## src/hdl/owm_pkg.sv

```systemverilog
package owm_pkg;

  localparam int unsigned NumRegs  = 8;
  localparam int unsigned CfgW     = 10;
  localparam int unsigned RegIdxW  = 3;
  localparam int unsigned AddrW    = 5;
  localparam int unsigned ApbDataW = 32;
  localparam int unsigned InDataW  = 16;
  localparam int unsigned OutDataW = 16;

  typedef logic [NumRegs-1:0][CfgW-1:0] cfg_t;

  // register indexes on the configuration port
  typedef enum logic [RegIdxW-1:0] {
    REG_RESET_RELEASE = 3'd0,
    REG_RESET_LOW     = 3'd1,
    REG_PRESENCE_WAIT = 3'd2,
    REG_SLOT_START    = 3'd3,
    REG_WRITE_HOLD    = 3'd4,
    REG_SLOT_RECOVERY = 3'd5,
    REG_READ_SAMPLE   = 3'd6,
    REG_READ_TAIL     = 3'd7
  } reg_idx_e;

  localparam cfg_t CfgReset = {
    10'd35,   // read tail
    10'd10,   // read sample
    10'd5,    // slot recovery
    10'd95,   // write hold
    10'd5,    // slot start
    10'd50,   // presence wait
    10'd500,  // reset low
    10'd500   // reset release
  };

  typedef enum logic [1:0] {
    OP_TICK  = 2'd0,
    OP_RESET = 2'd1,
    OP_WRITE = 2'd2,
    OP_READ  = 2'd3
  } op_e;

  typedef enum logic [3:0] {
    PH_IDLE     = 4'd0,
    PH_RST_REL  = 4'd1,
    PH_RST_LOW  = 4'd2,
    PH_RST_WAIT = 4'd3,
    PH_W_LOW    = 4'd4,
    PH_W_HOLD   = 4'd5,
    PH_W_REC    = 4'd6,
    PH_R_LOW    = 4'd7,
    PH_R_WAIT   = 4'd8,
    PH_R_TAIL   = 4'd9
  } phase_e;

  typedef struct packed {
    phase_e     phase;
    logic [2:0] bit_index;
    logic [7:0] shift_byte;
    logic [7:0] read_result;
    logic       presence;
  } eng_state_t;

  typedef struct packed {
    logic       presence;
    logic [7:0] read_data;
    logic       done_res;
    logic       busy_res;
    logic       drive_low;
  } result_t;

endpackage

```

## src/hdl/owm_core.sv

```systemverilog
module owm_core #(
  parameter int unsigned TIMER_BITS = 10
) (
  input  owm_pkg::eng_state_t  state_i,
  input  logic [TIMER_BITS-1:0] timer_i,
  input  owm_pkg::cfg_t        cfg_i,
  input  logic [1:0]           op_i,
  input  logic [7:0]           write_data_i,
  input  logic                 line_in_i,
  output owm_pkg::eng_state_t  state_o,
  output logic [TIMER_BITS-1:0] timer_o,
  output owm_pkg::result_t     result_o
);
  import owm_pkg::*;

  // compare width covers both the timer range and the register range
  localparam int unsigned CmpW = ((TIMER_BITS > CfgW) ? TIMER_BITS : CfgW) + 1;

  eng_state_t              st;
  logic [TIMER_BITS-1:0]   tmr;
  logic [CfgW-1:0]         dur_raw;
  logic [CmpW-1:0]         dur;
  logic [CmpW-1:0]         limit;
  logic                    phase_end;
  logic                    drive;
  logic                    busy;
  logic                    done;

  always_comb begin
    st   = state_i;
    tmr  = timer_i;
    drive = 1'b0;
    busy  = 1'b0;
    done  = 1'b0;
    dur_raw = cfg_i[REG_READ_TAIL];
    dur   = '0;
    limit = CmpW'(1) << TIMER_BITS;
    phase_end = 1'b0;

    // a command starts on the tick it arrives
    if (st.phase == PH_IDLE) begin
      case (op_e'(op_i))
        OP_RESET: begin
          st.phase = PH_RST_REL;
        end
        OP_WRITE: begin
          st.phase      = PH_W_LOW;
          st.shift_byte = write_data_i;
        end
        OP_READ: begin
          st.phase      = PH_R_LOW;
          st.shift_byte = 8'h00;
        end
        default: ;
      endcase
      if (op_e'(op_i) != OP_TICK) begin
        tmr          = '0;
        st.bit_index = 3'd0;
      end
    end

    case (st.phase)
      PH_RST_REL:            dur_raw = cfg_i[REG_RESET_RELEASE];
      PH_RST_LOW:            dur_raw = cfg_i[REG_RESET_LOW];
      PH_RST_WAIT:           dur_raw = cfg_i[REG_PRESENCE_WAIT];
      PH_W_LOW, PH_R_LOW:    dur_raw = cfg_i[REG_SLOT_START];
      PH_W_HOLD:             dur_raw = cfg_i[REG_WRITE_HOLD];
      PH_W_REC:              dur_raw = cfg_i[REG_SLOT_RECOVERY];
      PH_R_WAIT:             dur_raw = cfg_i[REG_READ_SAMPLE];
      default:               dur_raw = cfg_i[REG_READ_TAIL];
    endcase

    // zero counts as one tick, anything past the timer range is clipped
    dur = CmpW'(dur_raw);
    if (dur == '0) begin
      dur = CmpW'(1);
    end
    if (dur > limit) begin
      dur = limit;
    end
    phase_end = (CmpW'(tmr) + CmpW'(1)) >= dur;

    if (st.phase != PH_IDLE) begin
      busy = 1'b1;
      case (st.phase)
        PH_RST_LOW, PH_W_LOW, PH_R_LOW: drive = 1'b1;
        PH_W_HOLD:                      drive = ~st.shift_byte[0];
        default:                        drive = 1'b0;
      endcase

      if (phase_end) begin
        tmr = '0;
        case (st.phase)
          PH_RST_REL: st.phase = PH_RST_LOW;
          PH_RST_LOW: st.phase = PH_RST_WAIT;
          PH_RST_WAIT: begin
            st.presence = ~line_in_i;
            st.phase    = PH_IDLE;
            done        = 1'b1;
          end
          PH_W_LOW:  st.phase = PH_W_HOLD;
          PH_W_HOLD: st.phase = PH_W_REC;
          PH_W_REC: begin
            st.shift_byte = {1'b0, st.shift_byte[7:1]};
            if (st.bit_index == 3'd7) begin
              st.phase = PH_IDLE;
              done     = 1'b1;
            end else begin
              st.bit_index = st.bit_index + 3'd1;
              st.phase     = PH_W_LOW;
            end
          end
          PH_R_LOW: st.phase = PH_R_WAIT;
          PH_R_WAIT: begin
            st.shift_byte = {line_in_i, st.shift_byte[7:1]};
            st.phase      = PH_R_TAIL;
          end
          default: begin
            if (st.bit_index == 3'd7) begin
              st.read_result = st.shift_byte;
              st.phase       = PH_IDLE;
              done           = 1'b1;
            end else begin
              st.bit_index = st.bit_index + 3'd1;
              st.phase     = PH_R_LOW;
            end
          end
        endcase
      end else begin
        tmr = tmr + TIMER_BITS'(1);
      end
    end
  end

  assign state_o = st;
  assign timer_o = tmr;

  always_comb begin
    result_o.drive_low = drive;
    result_o.busy_res  = busy;
    result_o.done_res  = done;
    result_o.read_data = st.read_result;
    result_o.presence  = st.presence;
  end

endmodule

```

## src/hdl/owm_skid.sv

```systemverilog
module owm_skid #(
  parameter int unsigned WIDTH = 16
) (
  input  logic             clk_i,
  input  logic             rst_ni,
  input  logic             s_valid_i,
  output logic             s_ready_o,
  input  logic [WIDTH-1:0] s_data_i,
  output logic             m_valid_o,
  input  logic             m_ready_i,
  output logic [WIDTH-1:0] m_data_o
);

  logic             out_valid_q, out_valid_d;
  logic [WIDTH-1:0] out_data_q, out_data_d;
  logic             skid_valid_q, skid_valid_d;
  logic [WIDTH-1:0] skid_data_q, skid_data_d;

  assign s_ready_o = ~skid_valid_q;
  assign m_valid_o = out_valid_q;
  assign m_data_o  = out_data_q;

  always_comb begin
    out_valid_d  = out_valid_q;
    out_data_d   = out_data_q;
    skid_valid_d = skid_valid_q;
    skid_data_d  = skid_data_q;

    if (out_valid_q && m_ready_i) begin
      if (skid_valid_q) begin
        out_data_d   = skid_data_q;
        skid_valid_d = 1'b0;
      end else begin
        out_valid_d = 1'b0;
      end
    end

    // the skid stage only fills when the output register stays occupied
    if (s_valid_i && ~skid_valid_q) begin
      if (out_valid_d) begin
        skid_data_d  = s_data_i;
        skid_valid_d = 1'b1;
      end else begin
        out_data_d  = s_data_i;
        out_valid_d = 1'b1;
      end
    end
  end

  always_ff @(posedge clk_i or negedge rst_ni) begin
    if (!rst_ni) begin
      out_valid_q  <= 1'b0;
      skid_valid_q <= 1'b0;
    end else begin
      out_valid_q  <= out_valid_d;
      skid_valid_q <= skid_valid_d;
    end
  end

  always_ff @(posedge clk_i) begin
    out_data_q  <= out_data_d;
    skid_data_q <= skid_data_d;
  end

endmodule

```

## src/hdl/one_wire_master_timing.sv

```systemverilog
// One-wire bus master timing engine.
// Each transfer on the input stream is one microsecond tick of the bus. tuser carries
// the command (tick only, reset and presence, write byte, read byte), tdata the byte to
// write and the sampled bus level. A command is taken only while the engine is idle and
// the tick that carries it is already its first tick; commands during a busy period,
// including its last tick, are dropped.
// Every input transfer gives exactly one output transfer: line drive, busy, a done pulse
// on the last tick of a command, the last read byte and the presence flag.
// The engine state and the result register update in the cycle the tick is accepted,
// and a new tick is taken every cycle while s_axis_tready is high.
// A two-entry output stage (result register plus skid register) lets the engine take
// one more tick while a result waits; with both entries full, s_axis_tready drops until
// the receiver takes a result, and the bus timing simply pauses.
// The timing registers sit on the APB port, one per word; write them while idle.
// Reset returns the engine to idle, clears presence and the read byte, empties the
// output stage and loads the default durations.
module one_wire_master_timing #(
  parameter int unsigned TIMER_BITS = 10
) (
  input  logic                             clk_i,
  input  logic                             rst_ni,
  input  logic                             s_axis_tvalid,
  output logic                             s_axis_tready,
  // [7:0] write_data, [8] line_in, [15:9] zero
  input  logic [owm_pkg::InDataW-1:0]      s_axis_tdata,
  // [1:0] op
  input  logic [1:0]                       s_axis_tuser,
  output logic                             m_axis_tvalid,
  input  logic                             m_axis_tready,
  // [0] drive_low, [1] busy_res, [2] done_res, [10:3] read_data, [11] presence, [15:12] zero
  output logic [owm_pkg::OutDataW-1:0]     m_axis_tdata,
  input  logic                             psel,
  input  logic                             penable,
  input  logic                             pwrite,
  input  logic [owm_pkg::AddrW-1:0]        paddr,
  input  logic [owm_pkg::ApbDataW-1:0]     pwdata,
  output logic [owm_pkg::ApbDataW-1:0]     prdata,
  output logic                             pready
);
  import owm_pkg::*;

  cfg_t                  cfg_q;
  logic [RegIdxW-1:0]    reg_idx;
  eng_state_t            state_q, state_d;
  logic [TIMER_BITS-1:0] timer_q, timer_d;
  result_t               result;
  logic                  in_xfer;

  // configuration port
  assign pready  = 1'b1;
  assign reg_idx = paddr[AddrW-1:2];
  assign prdata  = ApbDataW'(cfg_q[reg_idx]);

  always_ff @(posedge clk_i or negedge rst_ni) begin
    if (!rst_ni) begin
      cfg_q <= CfgReset;
    end else if (psel && penable && pwrite && pready) begin
      cfg_q[reg_idx] <= pwdata[CfgW-1:0];
    end
  end

  assign in_xfer = s_axis_tvalid && s_axis_tready;

  owm_core #(
    .TIMER_BITS (TIMER_BITS)
  ) u_core (
    .state_i      (state_q),
    .timer_i      (timer_q),
    .cfg_i        (cfg_q),
    .op_i         (s_axis_tuser),
    .write_data_i (s_axis_tdata[7:0]),
    .line_in_i    (s_axis_tdata[8]),
    .state_o      (state_d),
    .timer_o      (timer_d),
    .result_o     (result)
  );

  always_ff @(posedge clk_i or negedge rst_ni) begin
    if (!rst_ni) begin
      state_q <= '{phase: PH_IDLE, bit_index: 3'd0, shift_byte: 8'h00,
                   read_result: 8'h00, presence: 1'b0};
      timer_q <= '0;
    end else if (in_xfer) begin
      state_q <= state_d;
      timer_q <= timer_d;
    end
  end

  owm_skid #(
    .WIDTH (OutDataW)
  ) u_skid (
    .clk_i     (clk_i),
    .rst_ni    (rst_ni),
    .s_valid_i (s_axis_tvalid),
    .s_ready_o (s_axis_tready),
    .s_data_i  (OutDataW'(result)),
    .m_valid_o (m_axis_tvalid),
    .m_ready_i (m_axis_tready),
    .m_data_o  (m_axis_tdata)
  );

endmodule
```

## config.mk

```make
export PLATFORM = sky130hd
export DESIGN_NAME = one_wire_master_timing
export DESIGN_NICKNAME = d
export VERILOG_FILES = /design/src/hdl/owm_pkg.sv /design/src/hdl/owm_core.sv /design/src/hdl/owm_skid.sv /design/src/hdl/one_wire_master_timing.sv
export SDC_FILE = /design/constraint.sdc
export NUM_CORES = 1
export LEC_CHECK = 0
export BUFFER_PORTS_ARGS = -buffer_cell sky130_fd_sc_hd__buf_2
export CAP_MARGIN = 20
export CORE_UTILIZATION = 27
export CTS_CLUSTER_SIZE = 20
export DETAILED_ROUTE_END_ITERATION = 10
export PLACE_DENSITY = 0.42
export SYNTH_ARGS = -nofsm -noshare
export SYNTH_HDL_FRONTEND = slang
export SYNTH_SLANG_ARGS = --single-unit
```

## constraint.sdc

```tcl
create_clock -name clk_i -period 5.6 [get_ports clk_i]
set_clock_uncertainty 0.15 [all_clocks]
set_input_delay 0.28 -clock clk_i [delete_from_list [all_inputs] [get_ports clk_i]]
set_output_delay 0.28 -clock clk_i [all_outputs]
set_load 0.005 [all_outputs]
```

==> metrics.md <==
| Metric | Value |
|---|---|
| Status | `completed` |
| Worst-margin pin slew | `1018 ps` |
| Minimum clock period | `4675 ps` |
| Final period utilization | `83.49%` |
| CP max stage cell | `dfrtp_1` |
| Hold WC Path Type | `in -> reg` |
| Post-Syn Area | `0.008268 mm²` |
| Ys flop type | `dfrtp_1` |
| Slowest stage delay, CP | `940 ps` |
| RD Place Congestion | `0.7613` |
| DR WL met3 | `932 µm` |
| Critical Path End Type | `flop` |
| Max Used Layer | `met5` |
| Drt wl/cell | `19.06 µm` |
| Antenna Nets Post-Route | `0` |
| Critical-path cell list | `nor4_2, nand2_1, and2_1, ha_1, nand3_1, or2_2, nor2_1, xnor2_1, nor2_1, ha_1, a21o_1, a21oi_1, o31a_1, o21a_2, buf_12, nor3_1, a32o_1` |
| Max Fclk | `213.9 MHz` |
| Crit path kind | `reg -> reg` |
| Worst-path maximum fanout | `25` |
| WHS | `41.89 ps` |
| Internal power | `2922 µW` |
| Rows | `63` |
| Root buffer cell | `clkbuf_16` |
| PD cells | `498.8 mW/mm²` |
| Fill count | `3069` |
| WL met2 | `10710 µm` |
| Final instance area | `0.009684 mm²` |
| Required @ worst endpoint | `5780 ps` |
| Peak supply drop | `0.0002707 V` |
| Final wirelength | `23900 µm` |
| Layout cells sized above 1 | `33.10%` |
| Pleak | `0.004089 µW` |
| Sequential share of power | `32.9%` |
| Post-synth ARST share | `80.56%` |
| Post-synth EDFFs | `12` |
| RSZ-0062 raised after global routing | `false` |
| Drt drc | `0` |
| Number of diodes | `0` |
| Worst path bufs/invs | `1` |
| Area post-placement | `0.009057 mm²` |
| Yosys warns | `0` |
| DRT iter0 DRCs | `345` |
| First-pass GRT wire length | `37680 µm` |
| Post-CTS setup buffer count | `0` |
| Clock sink count | `144` |
| Register bit count reported by yosys | `144` |
| Core area | `0.02987 mm²` |
| Nets | `925` |
| Synth top area share | `26.03%` |
| Largest net degree at the start of global routing | `72` |
| DR vias | `6392` |
| Max-cap violations | `0` |
| Max clock buf depth | `2` |
| Switching power total | `1908 µW` |
| Crit start category | `flop` |
| Final Util | `32.42%` |
| Dpl hpwl | `15860 µm` |
| Fin Setup TNS | `0 ps` |
| Most frequent cell after synthesis | `mux2_2` |
| FF-to-FF setup slack | `920 ps` |
| Antenna violations before repair | `2` |
| Top cells by area, synth | `dfrtp_1 (26%), mux2_2 (15%), dfstp_2 (9.5%)` |
| Overflow after GRT | `0` |
| Top Family by Delay on Critical Path | `simple AND/OR/NAND/NOR gates` |
| Total power | `4830 µW` |
| Critical Path AT | `4850 ps` |
| Initial core utilization | `27.68%` |
| Clock Power Share | `24.1%` |
| Syn_area_per_cell | `10.53 µm²` |
| Synth cell types | `69` |
| Die W | `177.0 µm` |
| Clock latency on the worst-skew pair | `440 ps` |
| Sw frac | `39.50%` |
| Clock transition at the registers of the reported paths | `70 ps` |
| Pins Over Slew Limit | `0` |
| Number of detailed-route iterations in the first pass | `5` |
| Syn Inst Count | `785` |
| Area of the multi-input gates | `0.004330 mm²` |
| Synthesis-to-finish area growth | `17.13%` |
| Input/output buffers | `58` |
| Hold Fails Final Rpt | `0` |
| TritonCTS clock tree | `yes` |
| CTS H-tree lvls | `4` |
| Via/cell ratio | `5.097` |
| M1 wire length | `11960 µm` |
| Die area | `0.03133 mm²` |
| Die Y | `177.0 µm` |
| Reg area | `0.003621 mm²` |
| GRT Overall Usage | `15.98%` |
| Num CTS Buffers | `17` |
| Ports | `113` |
| Post-synth top cells | `mux2_2 (109), dfrtp_1 (86), nand2_1 (65)` |
| Comb power frac | `43.0%` |
| Slew Limit Headroom | `32.16%` |
| # setup viols final | `0` |
| Register area share after synthesis | `43.80%` |
| Largest area contributor in the netlist | `dfrtp_1` |
| Vias in the first global route | `6202` |
registers in the layout (all words and copies together), names as in the netlist:
signal,count
u_skid.m_data_o,16
u_skid.m_valid_o,1
timer_q,10
state_q,24
u_skid.skid_data_q,12
u_skid.skid_valid_q,1
cfg_q,80
layout make-up:
cell class	count	area share [%]
tap	390	5.039
multi-input combinational	584	44.72
clock buffer	17	4.393
sequential	144	37.39
inverter	5	0.1938
clock inverter	15	1.667
timing repair buffer	99	6.602
power by group through the flow:
| stage | logic (µW) | registers [µW] | clock network (µW) |
|---|---|---|---|
| finish | 2070 | 1590 | 1170 |
| detailed placement | 2090 | 1610 | 0 |
| floorplan | 1410 | 1510 | 0 |
| global route | 2310 | 1640 | 1240 |
| global placement | 2080 | 1610 | 0 |
| CTS | 2100 | 1590 | 1200 |
cell families after synthesis:
| kind of cell | synth area share [%] |
|---|---|
| compound gates | 14.68 |
| xor+xnor | 0.9533 |
| fa+ha+maj | 1.816 |
| buf+inv | 4.994 |
| flops | 43.80 |
| mux | 18.86 |
| other cells | 0.09083 |
| simple gates | 14.82 |
layer usage:
layer / global-route usage (%) / up-vias
met1: 22.85 / 3208
met2: 23.97 / 141
li1: - / 3015
met5: 0 / -
met3: 3.329 / 24
met4: 4.741 / 4
cell usage in the layout, fill, tap and decap left out, types with 9 or more instances in the layout:
master and instances:
a211oi_1 9, a21oi_1 35, a221o_1 9, a22oi_1 10, a31oi_1 19, and3_1 9
buf_2 57, buf_4 35, clkbuf_16 17, conb_1 23, dfrtp_1 86, dfstp_2 30
dfxtp_1 16, edfxtp_1 12, ha_1 12, mux2_2 109, mux2i_1 14, nand2_1 65
nand2b_1 9, nand3_1 25, nand3b_1 21, nor2_1 44, nor2b_1 13, o21ai_0 35
through the flow:
stage | setup slack (ps) | cells
CTS | 919.1 | 1254
floorplan | 1814 | 806
detailed placement | 914.6 | 1218
finish | 924.7 | 1254
global route | 539.1 | 1254
global placement | 933.3 | 1217
path summary, 6_finish.rpt:
check	from	end	depth (start not counted)
max in group asynchronous	rst_ni	timer_q[7]	3
max reg2reg	state_q[20]	state_q[19]	17
min	pwdata[2]	cfg_q[12]	2
max	state_q[20]	state_q[19]	17
min reg2reg	u_skid.m_data_o[15]	u_skid.m_data_o[15]	1
min in group asynchronous	rst_ni	cfg_q[54]	2
repair_timing:
action	in CTS	in global routing
hold buffers	4	0
gates resized for setup	0	0
setup endpoints to repair	0	0
hold endpoints to repair	62	0
No activity file was read; power rests on OpenSTA's default activity.
